File: src/assert_macros.svh
// Assertion helpers; the enclosing scope provides clk and rst_n.
`ifndef ASSERT_MACROS_SVH
`define ASSERT_MACROS_SVH

// Checked only while out of reset.
`define HC_ASSERT(name, prop, msg) \
    name: assert property (@(posedge clk) disable iff (!rst_n) prop) \
        else $error(msg);

// Checked at every edge, reset included.
`define HC_ASSERT_ALWAYS(name, prop, msg) \
    name: assert property (@(posedge clk) prop) else $error(msg);

`endif

File: src/hc_pkg.sv
package hc_pkg;

    localparam int ALPHA      = 26;
    localparam int COF_BIAS   = 650;   // 25 * 26, keeps a cofactor non-negative
    localparam int RECIP26    = 2520;  // floor(2^16 / 26), low side
    localparam int KEY_SETTLE = 7;     // key derivation depth in cycles

    typedef logic [4:0]             letter_t;
    typedef logic [9:0]             prod_t;
    typedef logic [10:0]            acc_t;
    typedef logic [2:0][2:0][4:0]   mat_t;

    typedef enum logic [1:0] {
        REG_BLOCK_SIZE = 2'd0,
        REG_KEY_ROW0   = 2'd1,
        REG_KEY_ROW1   = 2'd2,
        REG_KEY_ROW2   = 2'd3
    } reg_idx_t;

    typedef struct packed {
        mat_t fwd;
        mat_t inv;
        logic singular;
    } keyset_t;

    function automatic letter_t red26(input letter_t x);
        letter_t r;
        r = (x >= 5'(ALPHA)) ? x - 5'(ALPHA) : x;
        return r;
    endfunction

    function automatic letter_t neg26(input letter_t x);
        letter_t r;
        r = (x == '0) ? '0 : 5'(ALPHA) - x;
        return r;
    endfunction

    function automatic prod_t mul5(input letter_t a, input letter_t b);
        prod_t r;
        r = 10'(a) * 10'(b);
        return r;
    endfunction

    // Reciprocal estimate is q or q-1, so one correction suffices.
    function automatic letter_t mod26(input acc_t x);
        logic [22:0] prod;
        logic [6:0]  q;
        acc_t        r;
        prod = 23'(x) * 23'(RECIP26);
        q    = prod[22:16];
        r    = x - 11'(11'(q) * 11'(ALPHA));
        if (r >= 11'(ALPHA))
        begin
            r = r - 11'(ALPHA);
        end
        return r[4:0];
    endfunction

    function automatic letter_t inv26(input letter_t d);
        letter_t r;
        case (d)
            5'd1:    r = 5'd1;
            5'd3:    r = 5'd9;
            5'd5:    r = 5'd21;
            5'd7:    r = 5'd15;
            5'd9:    r = 5'd3;
            5'd11:   r = 5'd19;
            5'd15:   r = 5'd7;
            5'd17:   r = 5'd23;
            5'd19:   r = 5'd11;
            5'd21:   r = 5'd5;
            5'd23:   r = 5'd17;
            5'd25:   r = 5'd25;
            default: r = 5'd0;
        endcase
        return r;
    endfunction

endpackage

File: src/hc_if.sv
interface hc_in_if ();
    import hc_pkg::*;

    logic    valid;
    logic    ready;
    logic    req_type;
    letter_t letter_first;
    letter_t letter_second;
    letter_t letter_third;

    modport source (
        output valid, req_type, letter_first, letter_second, letter_third,
        input  ready
    );
    modport sink (
        input  valid, req_type, letter_first, letter_second, letter_third,
        output ready
    );
endinterface

interface hc_out_if ();
    import hc_pkg::*;

    logic    valid;
    logic    ready;
    letter_t out_first;
    letter_t out_second;
    letter_t out_third;
    logic    key_not_invertible;

    modport source (
        output valid, out_first, out_second, out_third, key_not_invertible,
        input  ready
    );
    modport sink (
        input  valid, out_first, out_second, out_third, key_not_invertible,
        output ready
    );
endinterface

File: src/hc_keygen.sv
module hc_keygen (
    input  logic              clk,
    input  logic              size3,
    input  logic [2:0][14:0]  key_rows,
    output hc_pkg::keyset_t   keys
);
    import hc_pkg::*;

    mat_t                 k_next, k_reg;
    logic                 sz3_reg;
    logic [2:0][2:0][10:0] cof_next, cof_reg;
    mat_t                 cofm_next, cofm_reg;
    acc_t                 detsum_next, detsum_reg;
    letter_t              det;
    letter_t              di_next, di_reg;
    mat_t                 adj_next, adj_reg;
    logic [2:0][2:0][9:0] prodi_next, prodi_reg;
    logic                 sing_next, sing_reg;
    mat_t                 inv_next, inv_reg;

    // K1: entries reduced
    always_comb
    begin
        for (int i = 0; i < 3; i++)
        begin
            for (int j = 0; j < 3; j++)
            begin
                k_next[i][j] = red26(key_rows[i][5*j +: 5]);
            end
        end
    end

    // K2: biased signed cofactors
    always_comb
    begin
        int i1, i2, j1, j2;
        for (int i = 0; i < 3; i++)
        begin
            for (int j = 0; j < 3; j++)
            begin
                i1 = (i == 2) ? 0 : i + 1;
                i2 = (i == 0) ? 2 : i - 1;
                j1 = (j == 2) ? 0 : j + 1;
                j2 = (j == 0) ? 2 : j - 1;
                cof_next[i][j] = 11'(mul5(k_reg[i1][j1], k_reg[i2][j2])) + 11'(COF_BIAS)
                               - 11'(mul5(k_reg[i1][j2], k_reg[i2][j1]));
            end
        end
    end

    // K3: cofactors mod 26
    always_comb
    begin
        for (int i = 0; i < 3; i++)
        begin
            for (int j = 0; j < 3; j++)
            begin
                cofm_next[i][j] = mod26(cof_reg[i][j]);
            end
        end
    end

    // K4: expansion along row 0
    assign detsum_next = 11'(mul5(k_reg[0][0], cofm_reg[0][0]))
                       + 11'(mul5(k_reg[0][1], cofm_reg[0][1]))
                       + 11'(mul5(k_reg[0][2], cofm_reg[0][2]));

    // K5: determinant inverse and adjugate
    assign det     = sz3_reg ? mod26(detsum_reg) : cofm_reg[2][2];
    assign di_next = inv26(det);

    always_comb
    begin
        adj_next = '0;
        if (sz3_reg)
        begin
            for (int i = 0; i < 3; i++)
            begin
                for (int j = 0; j < 3; j++)
                begin
                    adj_next[j][i] = cofm_reg[i][j];
                end
            end
        end
        else
        begin
            adj_next[0][0] = k_reg[1][1];
            adj_next[0][1] = neg26(k_reg[0][1]);
            adj_next[1][0] = neg26(k_reg[1][0]);
            adj_next[1][1] = k_reg[0][0];
        end
    end

    // K6: scale by inverse determinant
    always_comb
    begin
        for (int i = 0; i < 3; i++)
        begin
            for (int j = 0; j < 3; j++)
            begin
                prodi_next[i][j] = mul5(adj_reg[i][j], di_reg);
            end
        end
    end
    assign sing_next = (di_reg == '0);

    // K7: reduce
    always_comb
    begin
        for (int i = 0; i < 3; i++)
        begin
            for (int j = 0; j < 3; j++)
            begin
                inv_next[i][j] = mod26(11'(prodi_reg[i][j]));
            end
        end
    end

    always_ff @(posedge clk)
    begin
        k_reg      <= k_next;
        sz3_reg    <= size3;
        cof_reg    <= cof_next;
        cofm_reg   <= cofm_next;
        detsum_reg <= detsum_next;
        di_reg     <= di_next;
        adj_reg    <= adj_next;
        prodi_reg  <= prodi_next;
        sing_reg   <= sing_next;
        inv_reg    <= inv_next;
    end

    assign keys.fwd      = k_reg;
    assign keys.inv      = inv_reg;
    assign keys.singular = sing_reg;

endmodule

File: src/hc_pipe.sv
`include "assert_macros.svh"

module hc_pipe (
    input  logic              clk,
    input  logic              rst_n,
    input  logic              size3,
    input  logic              settled,
    input  hc_pkg::keyset_t   keys,
    hc_in_if.sink             in_ch,
    hc_out_if.source          out_ch
);
    import hc_pkg::*;

    logic rdy1, rdy2, rdy3, rdy4, take;

    // S1: letters
    logic                  s1_valid_reg;
    logic [2:0][4:0]       s1_v_next, s1_v_reg;
    logic                  s1_dec_reg, s1_sz2_reg;
    // S2: products
    logic                  s2_valid_reg;
    mat_t                  mat;
    logic [2:0][2:0][9:0]  s2_p_next, s2_p_reg;
    logic                  s2_bad_reg, s2_sz2_reg;
    // S3: column sums
    logic                  s3_valid_reg;
    logic [2:0][10:0]      s3_sum_next, s3_sum_reg;
    logic                  s3_bad_reg, s3_sz2_reg;
    // S4: output
    logic                  out_valid_reg;
    logic [2:0][4:0]       out_l_next, out_l_reg;
    logic                  out_bad_reg;

    assign rdy4 = !out_valid_reg || out_ch.ready;
    assign rdy3 = !s3_valid_reg || rdy4;
    assign rdy2 = !s2_valid_reg || rdy3;
    assign rdy1 = !s1_valid_reg || rdy2;

    assign in_ch.ready = rdy1 && settled;
    assign take        = in_ch.valid && in_ch.ready;

    assign s1_v_next[0] = red26(in_ch.letter_first);
    assign s1_v_next[1] = red26(in_ch.letter_second);
    assign s1_v_next[2] = size3 ? red26(in_ch.letter_third) : '0;

    assign mat = s1_dec_reg ? keys.inv : keys.fwd;

    always_comb
    begin
        for (int i = 0; i < 3; i++)
        begin
            for (int j = 0; j < 3; j++)
            begin
                s2_p_next[i][j] = mul5(s1_v_reg[i], mat[i][j]);
            end
        end
    end

    always_comb
    begin
        for (int j = 0; j < 3; j++)
        begin
            s3_sum_next[j] = 11'(s2_p_reg[0][j]) + 11'(s2_p_reg[1][j])
                           + 11'(s2_p_reg[2][j]);
        end
    end

    always_comb
    begin
        for (int j = 0; j < 3; j++)
        begin
            out_l_next[j] = s3_bad_reg ? '0 : mod26(s3_sum_reg[j]);
        end
        if (s3_sz2_reg)
        begin
            out_l_next[2] = '0;
        end
    end

    always_ff @(posedge clk or negedge rst_n)
    begin
        if (!rst_n)
        begin
            s1_valid_reg  <= 1'b0;
            s2_valid_reg  <= 1'b0;
            s3_valid_reg  <= 1'b0;
            out_valid_reg <= 1'b0;
        end
        else
        begin
            if (rdy1)
            begin
                s1_valid_reg <= take;
            end
            if (rdy2)
            begin
                s2_valid_reg <= s1_valid_reg;
            end
            if (rdy3)
            begin
                s3_valid_reg <= s2_valid_reg;
            end
            if (rdy4)
            begin
                out_valid_reg <= s3_valid_reg;
            end
        end
    end

    always_ff @(posedge clk)
    begin
        if (rdy1)
        begin
            s1_v_reg   <= s1_v_next;
            s1_dec_reg <= in_ch.req_type;
            s1_sz2_reg <= !size3;
        end
        if (rdy2)
        begin
            s2_p_reg   <= s2_p_next;
            s2_bad_reg <= s1_dec_reg && keys.singular;
            s2_sz2_reg <= s1_sz2_reg;
        end
        if (rdy3)
        begin
            s3_sum_reg <= s3_sum_next;
            s3_bad_reg <= s2_bad_reg;
            s3_sz2_reg <= s2_sz2_reg;
        end
        if (rdy4)
        begin
            out_l_reg   <= out_l_next;
            out_bad_reg <= s3_bad_reg;
        end
    end

    assign out_ch.valid              = out_valid_reg;
    assign out_ch.out_first          = out_l_reg[0];
    assign out_ch.out_second         = out_l_reg[1];
    assign out_ch.out_third          = out_l_reg[2];
    assign out_ch.key_not_invertible = out_bad_reg;

    `HC_ASSERT(a_bad_gives_zero, out_ch.valid && out_ch.key_not_invertible |-> out_ch.out_first == 5'd0 && out_ch.out_second == 5'd0 && out_ch.out_third == 5'd0, "singular key result not zero")
    `HC_ASSERT(a_letter_range, out_ch.valid |-> out_ch.out_first < 5'd26 && out_ch.out_second < 5'd26 && out_ch.out_third < 5'd26, "result letter out of range")
    `HC_ASSERT(a_s3_advances, s3_valid_reg && rdy4 |=> out_ch.valid, "stage 3 transfer lost")
    `HC_ASSERT_ALWAYS(a_reset_quiet, !rst_n |-> !out_ch.valid, "output valid in reset")

endmodule

File: src/hill_cipher_mod26.sv
// Hill cipher mod 26, 2x2 or 3x3 key.
// in_ch carries one block per transfer: req_type (0 encrypt, 1 decrypt)
// and three letters 0..31, each reduced mod 26. out_ch carries the result
// letters and key_not_invertible, one result per input, in input order.
// The APB port holds block_size and key rows 0..2 at byte addresses 0, 4,
// 8 and 12; pready is tied high and reads return the register contents.
// An input passes registered stages (reduce, multiply, column sum, mod 26)
// to out_ch. Throughput: one block per cycle while out_ch takes results
// and no key refill is under way. The key inverse comes from a 7-stage
// derivation pipeline fed by the key registers. in_ch.ready stays low
// after reset and after every register write while that pipeline refills.
// Reset loads block_size 3 and the identity key and empties the pipeline.
// When out_ch stalls, the result holds in the output register and each
// stage still takes data while the stage ahead has room, so up to four
// blocks are held before in_ch.ready drops.
// Write registers only while no result is outstanding.
`include "assert_macros.svh"

module hill_cipher_mod26 (
    input  logic          clk,
    input  logic          rst_n,
    input  logic          psel,
    input  logic          penable,
    input  logic          pwrite,
    input  logic [3:0]    paddr,
    input  logic [31:0]   pwdata,
    output logic [31:0]   prdata,
    output logic          pready,
    hc_in_if.sink         in_ch,
    hc_out_if.source      out_ch
);
    import hc_pkg::*;

    logic [1:0]       block_size_reg;
    logic [2:0][14:0] key_rows_reg;
    logic [2:0]       settle_reg;
    logic             cfg_wr;
    logic             settled;
    logic             size3;
    reg_idx_t         idx;
    keyset_t          keys;

    assign pready  = 1'b1;
    assign idx     = reg_idx_t'(paddr[3:2]);
    assign cfg_wr  = psel && penable && pwrite && pready;
    assign settled = (settle_reg == '0);
    assign size3   = (block_size_reg != 2'd2);

    always_ff @(posedge clk or negedge rst_n)
    begin
        if (!rst_n)
        begin
            block_size_reg  <= 2'd3;
            key_rows_reg[0] <= 15'd1;
            key_rows_reg[1] <= 15'd32;
            key_rows_reg[2] <= 15'd1024;
            settle_reg      <= 3'(KEY_SETTLE);
        end
        else
        begin
            if (cfg_wr)
            begin
                settle_reg <= 3'(KEY_SETTLE);
                case (idx)
                    REG_BLOCK_SIZE: block_size_reg  <= pwdata[1:0];
                    REG_KEY_ROW0:   key_rows_reg[0] <= pwdata[14:0];
                    REG_KEY_ROW1:   key_rows_reg[1] <= pwdata[14:0];
                    REG_KEY_ROW2:   key_rows_reg[2] <= pwdata[14:0];
                    default:        block_size_reg  <= block_size_reg;
                endcase
            end
            else if (!settled)
            begin
                settle_reg <= settle_reg - 3'd1;
            end
        end
    end

    always_comb
    begin
        case (idx)
            REG_BLOCK_SIZE: prdata = {30'd0, block_size_reg};
            REG_KEY_ROW0:   prdata = {17'd0, key_rows_reg[0]};
            REG_KEY_ROW1:   prdata = {17'd0, key_rows_reg[1]};
            REG_KEY_ROW2:   prdata = {17'd0, key_rows_reg[2]};
            default:        prdata = '0;
        endcase
    end

    hc_keygen u_keygen (
        .clk      (clk),
        .size3    (size3),
        .key_rows (key_rows_reg),
        .keys     (keys)
    );

    hc_pipe u_pipe (
        .clk     (clk),
        .rst_n   (rst_n),
        .size3   (size3),
        .settled (settled),
        .keys    (keys),
        .in_ch   (in_ch),
        .out_ch  (out_ch)
    );

    `HC_ASSERT(a_wr_blocks_input, cfg_wr |=> !in_ch.ready, "input open during key refill")
    `HC_ASSERT(a_settle_counts_down, !cfg_wr && !settled |=> settle_reg == $past(settle_reg) - 3'd1, "settle count skipped")

endmodule

File: src/flat_wrapper.sv
// flat-port wrapper written by rule: the top's interface ports become plain ports
module hill_cipher_mod26_flat import hc_pkg::*;
  (clk, rst_n, psel, penable, pwrite, paddr, pwdata, prdata, pready, in_ch_valid, in_ch_req_type, in_ch_letter_first, in_ch_letter_second, in_ch_letter_third, in_ch_ready, out_ch_valid, out_ch_out_first, out_ch_out_second, out_ch_out_third, out_ch_key_not_invertible, out_ch_ready);
  hc_in_if in_ch_i ();
  hc_out_if out_ch_i ();
  input  logic clk;
  input  logic rst_n;
  input  logic psel;
  input  logic penable;
  input  logic pwrite;
  input  logic [3:0] paddr;
  input  logic [31:0] pwdata;
  output logic [31:0] prdata;
  output logic pready;
  input wire logic [$bits(in_ch_i.valid)-1:0] in_ch_valid;
  input wire logic [$bits(in_ch_i.req_type)-1:0] in_ch_req_type;
  input wire logic [$bits(in_ch_i.letter_first)-1:0] in_ch_letter_first;
  input wire logic [$bits(in_ch_i.letter_second)-1:0] in_ch_letter_second;
  input wire logic [$bits(in_ch_i.letter_third)-1:0] in_ch_letter_third;
  output wire logic [$bits(in_ch_i.ready)-1:0] in_ch_ready;
  output wire logic [$bits(out_ch_i.valid)-1:0] out_ch_valid;
  output wire logic [$bits(out_ch_i.out_first)-1:0] out_ch_out_first;
  output wire logic [$bits(out_ch_i.out_second)-1:0] out_ch_out_second;
  output wire logic [$bits(out_ch_i.out_third)-1:0] out_ch_out_third;
  output wire logic [$bits(out_ch_i.key_not_invertible)-1:0] out_ch_key_not_invertible;
  input wire logic [$bits(out_ch_i.ready)-1:0] out_ch_ready;
  assign in_ch_i.valid = in_ch_valid;
  assign in_ch_i.req_type = in_ch_req_type;
  assign in_ch_i.letter_first = in_ch_letter_first;
  assign in_ch_i.letter_second = in_ch_letter_second;
  assign in_ch_i.letter_third = in_ch_letter_third;
  assign in_ch_ready = in_ch_i.ready;
  assign out_ch_valid = out_ch_i.valid;
  assign out_ch_out_first = out_ch_i.out_first;
  assign out_ch_out_second = out_ch_i.out_second;
  assign out_ch_out_third = out_ch_i.out_third;
  assign out_ch_key_not_invertible = out_ch_i.key_not_invertible;
  assign out_ch_i.ready = out_ch_ready;
  hill_cipher_mod26 u_core (.clk(clk), .rst_n(rst_n), .psel(psel), .penable(penable), .pwrite(pwrite), .paddr(paddr), .pwdata(pwdata), .prdata(prdata), .pready(pready), .in_ch(in_ch_i), .out_ch(out_ch_i));
endmodule
File: config.mk
export PLATFORM = sky130hd
export DESIGN_NAME = hill_cipher_mod26_flat
export DESIGN_NICKNAME = d
export VERILOG_FILES = /design/src/hc_pkg.sv /design/src/hc_if.sv /design/src/hc_keygen.sv /design/src/hc_pipe.sv /design/src/hill_cipher_mod26.sv /design/src/flat_wrapper.sv
export VERILOG_INCLUDE_DIRS = /design/src /design/src/src
export SDC_FILE = /design/constraint.sdc
export NUM_CORES = 2
export LEC_CHECK = 0
export BUFFER_PORTS_ARGS = -buffer_cell sky130_fd_sc_hd__buf_2
export CAP_MARGIN = 20
export CORE_MARGIN = 4
export CORE_UTILIZATION = 45
export DETAILED_ROUTE_END_ITERATION = 10
export PLACE_DENSITY_LB_ADDON = 0.1
export SLEW_MARGIN = 25
export SYNTH_ARGS = -nofsm -noshare
export SYNTH_HDL_FRONTEND = slang
export SYNTH_SLANG_ARGS = --single-unit
File: constraint.sdc
create_clock -name clk -period 9.92 [get_ports clk]
set_input_delay 2.976 -clock clk [delete_from_list [all_inputs] [get_ports clk]]
set_output_delay 2.976 -clock clk [all_outputs]
set_load 0.03 [all_outputs]
==> impl_metrics.csv <==
group,metric,value,unit
detailed_routing,wire_per_inst,16.5,µm
place,io_buffers,72,
detailed_routing,dr.first_iter.drc_count,2545,
synthesis,synth_top_area_share,27.4,%
grt,grtUsageMet3,1.87,%
hold_path,hp-start,"u_core.key_rows_reg[25]$_DFFE_PN0P_",
flow_run,maxCapViolCount,0,
synthesis,synth.distinct_cells,91,
sta,max_slew_margin,33.4,%
floorplan,ios,110,
hold_path,hold_path_depth,0,
grt,grt_pass1_vias,74000,
worst_setup_path,cp_slowest_stage_delay,0.58,ns
clock_tree,htreeDepth,3,
grt,grt_max_degree,57,
clock_tree,numCtsBuffers,81,
detailed_routing,vias,68800,
detailed_routing,drtPass1Iterations,5,
hold_path,hp-class,"flop to flop",
grt,grt_pass1_wl,384,mm
synthesis,yosys.area.top_type,"ha_1",
cells_and_area,synthToLayoutAreaGrowth,6.66,%
cells_and_area,final_nets,14400,
sta,rsz0062_at_grt,"no",
worst_setup_path,end_kind,"flop",
cells_and_area,largest_register_ffs,99,
place,place_ws,1.12,ns
synthesis,yosysSeqAreaShare,13.5,%
synthesis,syn-cell-area,103000,µm²
detailed_routing,antenna_left,0,
grt,grt-busiest-layer,"met2",
synthesis,synth-seq-cells,601,
worst_setup_path,setup.worst_path.start_class,"flop",
detailed_routing,drcViolationCount,0,
grt,use_met2,34.5,%
sta,min_period,8.94,ns
synthesis,postSynthAreaPerCell,9.68,µm²
worst_setup_path,cp_top_family,"adder cells",
synthesis,synth_edf_count,160,
clock_tree,post_cts_buffers,0,
sta,layout_setup_ws,0.985,ns
synthesis,synth_cells,10700,
status,outcome,"complete, no violations",
worst_setup_path,r2r-start,"u_core.u_keygen.detsum_reg[1]$_DFF_P_",
worst_setup_path,worstRegToRegCells,36,
floorplan,rows,175,
clock_tree,cts.clk_slew.worst_paths,0.06,ns
synthesis,ys_top_cells_by_count,"2545 x inv_1, 2264 x ha_1, 1317 x fa_1",
clock_tree,cts_sinks,601,
sta,tightest_slew,0.998,ns
synthesis,post-synth-top-count-cell,"inv_1",
worst_setup_path,cpMostUsedCell,"inv_1",
floorplan,fp.dieH,487,µm
sta,finalHoldViolations,0,
detailed_routing,vias_per_cell,4.98,
clock_tree,clockBufferDepth,3,
worst_setup_path,critical_path_depth,36,
sta,slew_violations,0,
synthesis,ys.flop_type,"dfxtp_1",
hold_path,hold_end,"u_core.u_keygen.keys[71]$_DFF_P_",
clock_tree,clk_latency,0.72,ns
clock_tree,cts-root-buf,"clkbuf_16",
place,dp.final_hpwl,187,mm
worst_setup_path,crit_required,10.51,ns
worst_setup_path,crit_slowest_cell,"dfxtp_1",
floorplan,core,228000,µm²
clock_tree,cts_hold_buf,0,
clock_tree,cts_resized,0,
grt,met1_usage,27.0,%
worst_setup_path,cp.arrival,9.53,ns
floorplan,die-area,237000,µm²
grt,antenna_found_initial,31,
worst_setup_path,critical_path_buf_inv_count,7,
grt,grt_overflow,0,
worst_setup_path,crit_fanout,6,
sta,max_freq,112,MHz
synthesis,synthArstFlopShare,8.99,%
worst_setup_path,worst-setup-path-type,"flop to flop",
cells_and_area,drive_gt1_share,3.83,%
worst_setup_path,worst_r2r_endpoint,"u_core.u_keygen.di_reg[3]$_DFF_P_",
grt,grt_util_all_layers,20.0,%
synthesis,synth.area.top_cells,"ha_1 27%, fa_1 26%, inv_1 9.2%",
place,gp_congestion,0.846,
clock_tree,cts_tree,"built",
worst_setup_path,rrSetupSlack,0.98,ns
synthesis,synth.yosys.warnings,0,
sta,tns,0,ns
detailed_routing,routed_wl,228,mm
sta,finClkSkew,0.0315,ns
floorplan,initial_core_util,45.3,%
sta,setup_viol,0,
floorplan,dieWidth,487,µm
sta,finalCritPeriodShare,90.1,%
==> area by class of cell <==
type / instances / area, µm²
sequential: 601 / 13900
fill: 21500 / 118000
inverter: 2545 / 9550
timing repair buffer: 132 / 811
antenna: 13 / 32.5
tap: 3009 / 3760
clock inverter: 43 / 649
clock buffer: 107 / 2260
multi-input combinational: 7371 / 79200
==> kinds of logic (layout without fill, tap and decap cells) <==
kind of cell / Yosys count / count (layout) / share of synthesized area, %
compound gates: 1301 / 1301 / 8.11
xor+xnor: 655 / 655 / 5.55
fa+ha+maj: 3581 / 3581 / 52.9
buf+inv: 2721 / 2827 / 9.95
flops: 601 / 601 / 13.5
mux: 137 / 137 / 1.46
other cells: 2 / 31 / 0.00727
simple gates: 1679 / 1679 / 8.53
==> through the flow <==
| step | hold slack [ns] | std cells | cell area [µm²] | utilization (%) |
|---|---|---|---|---|
| floorplan | 0.368 | 10700 | 103000 | - |
| global placement | 0.385 | 13700 | 107000 | 47.1 |
| detailed placement | 0.391 | 13700 | 107000 | 47.1 |
| CTS | 0.406 | 13800 | 110000 | 48.3 |
| global route | 0.417 | 13800 | 110000 | 48.3 |
| finish | 0.410 | 13800 | 110000 | 48.4 |
==> how the worst max path moves through the flow <==
stage,from,to,slack [ns]
2_1_floorplan,u_core.u_keygen.cof_reg[72]$_DFF_P_,u_core.u_keygen.cofm_reg[34]$_DFF_P_,2.20
3_3_place_gp,u_core.u_keygen.detsum_reg[3]$_DFF_P_,u_core.u_keygen.di_reg[0]$_DFF_P_,1.17
3_5_place_dp,u_core.u_keygen.detsum_reg[1]$_DFF_P_,u_core.u_keygen.di_reg[3]$_DFF_P_,1.12
4_1_cts,u_core.u_keygen.cof_reg[48]$_DFF_P_,u_core.u_keygen.cofm_reg[24]$_DFF_P_,1.06
5_1_grt,u_core.u_keygen.detsum_reg[3]$_DFF_P_,u_core.u_keygen.di_reg[3]$_DFF_P_,0.35
6_report,u_core.u_keygen.detsum_reg[1]$_DFF_P_,u_core.u_keygen.di_reg[3]$_DFF_P_,0.98
==> per-layer routing <==
layer / wire (µm) / vias to the layer above
met1: 106000 / 33800
met2: 109000 / 780
met3: 7120 / 232
met4: 6070 / 0
met5: 0 / -
li1: - / 34000
==> cell usage in the layout, fill, tap and decap left out, types with 27 or more instances in the layout <==
cell       instances
inv_1           2545
nor3_1            30
nor2b_1          110
buf_2             72
o21a_1            34
buf_4             60
dfrtp_1           46
mux2_2            87
nand3_1           31
o21ai_0          194
xnor2_1          434
mux2i_1           48
ha_1            2264
clkbuf_16         83
nor2_1           242
edfxtp_1         160
a211oi_1          36
nand2_1          450
dfxtp_1          378
a31oi_1           41
a21o_1           203
fa_1            1317
o21bai_1         163
and2_1           651
o31ai_1           32
xor2_1           221
o211ai_1          27
nand2b_1          71
a21oi_1          421
Power is not shown: default switching activity piles up to over one toggle a cycle in this logic, so the estimate is an artifact.
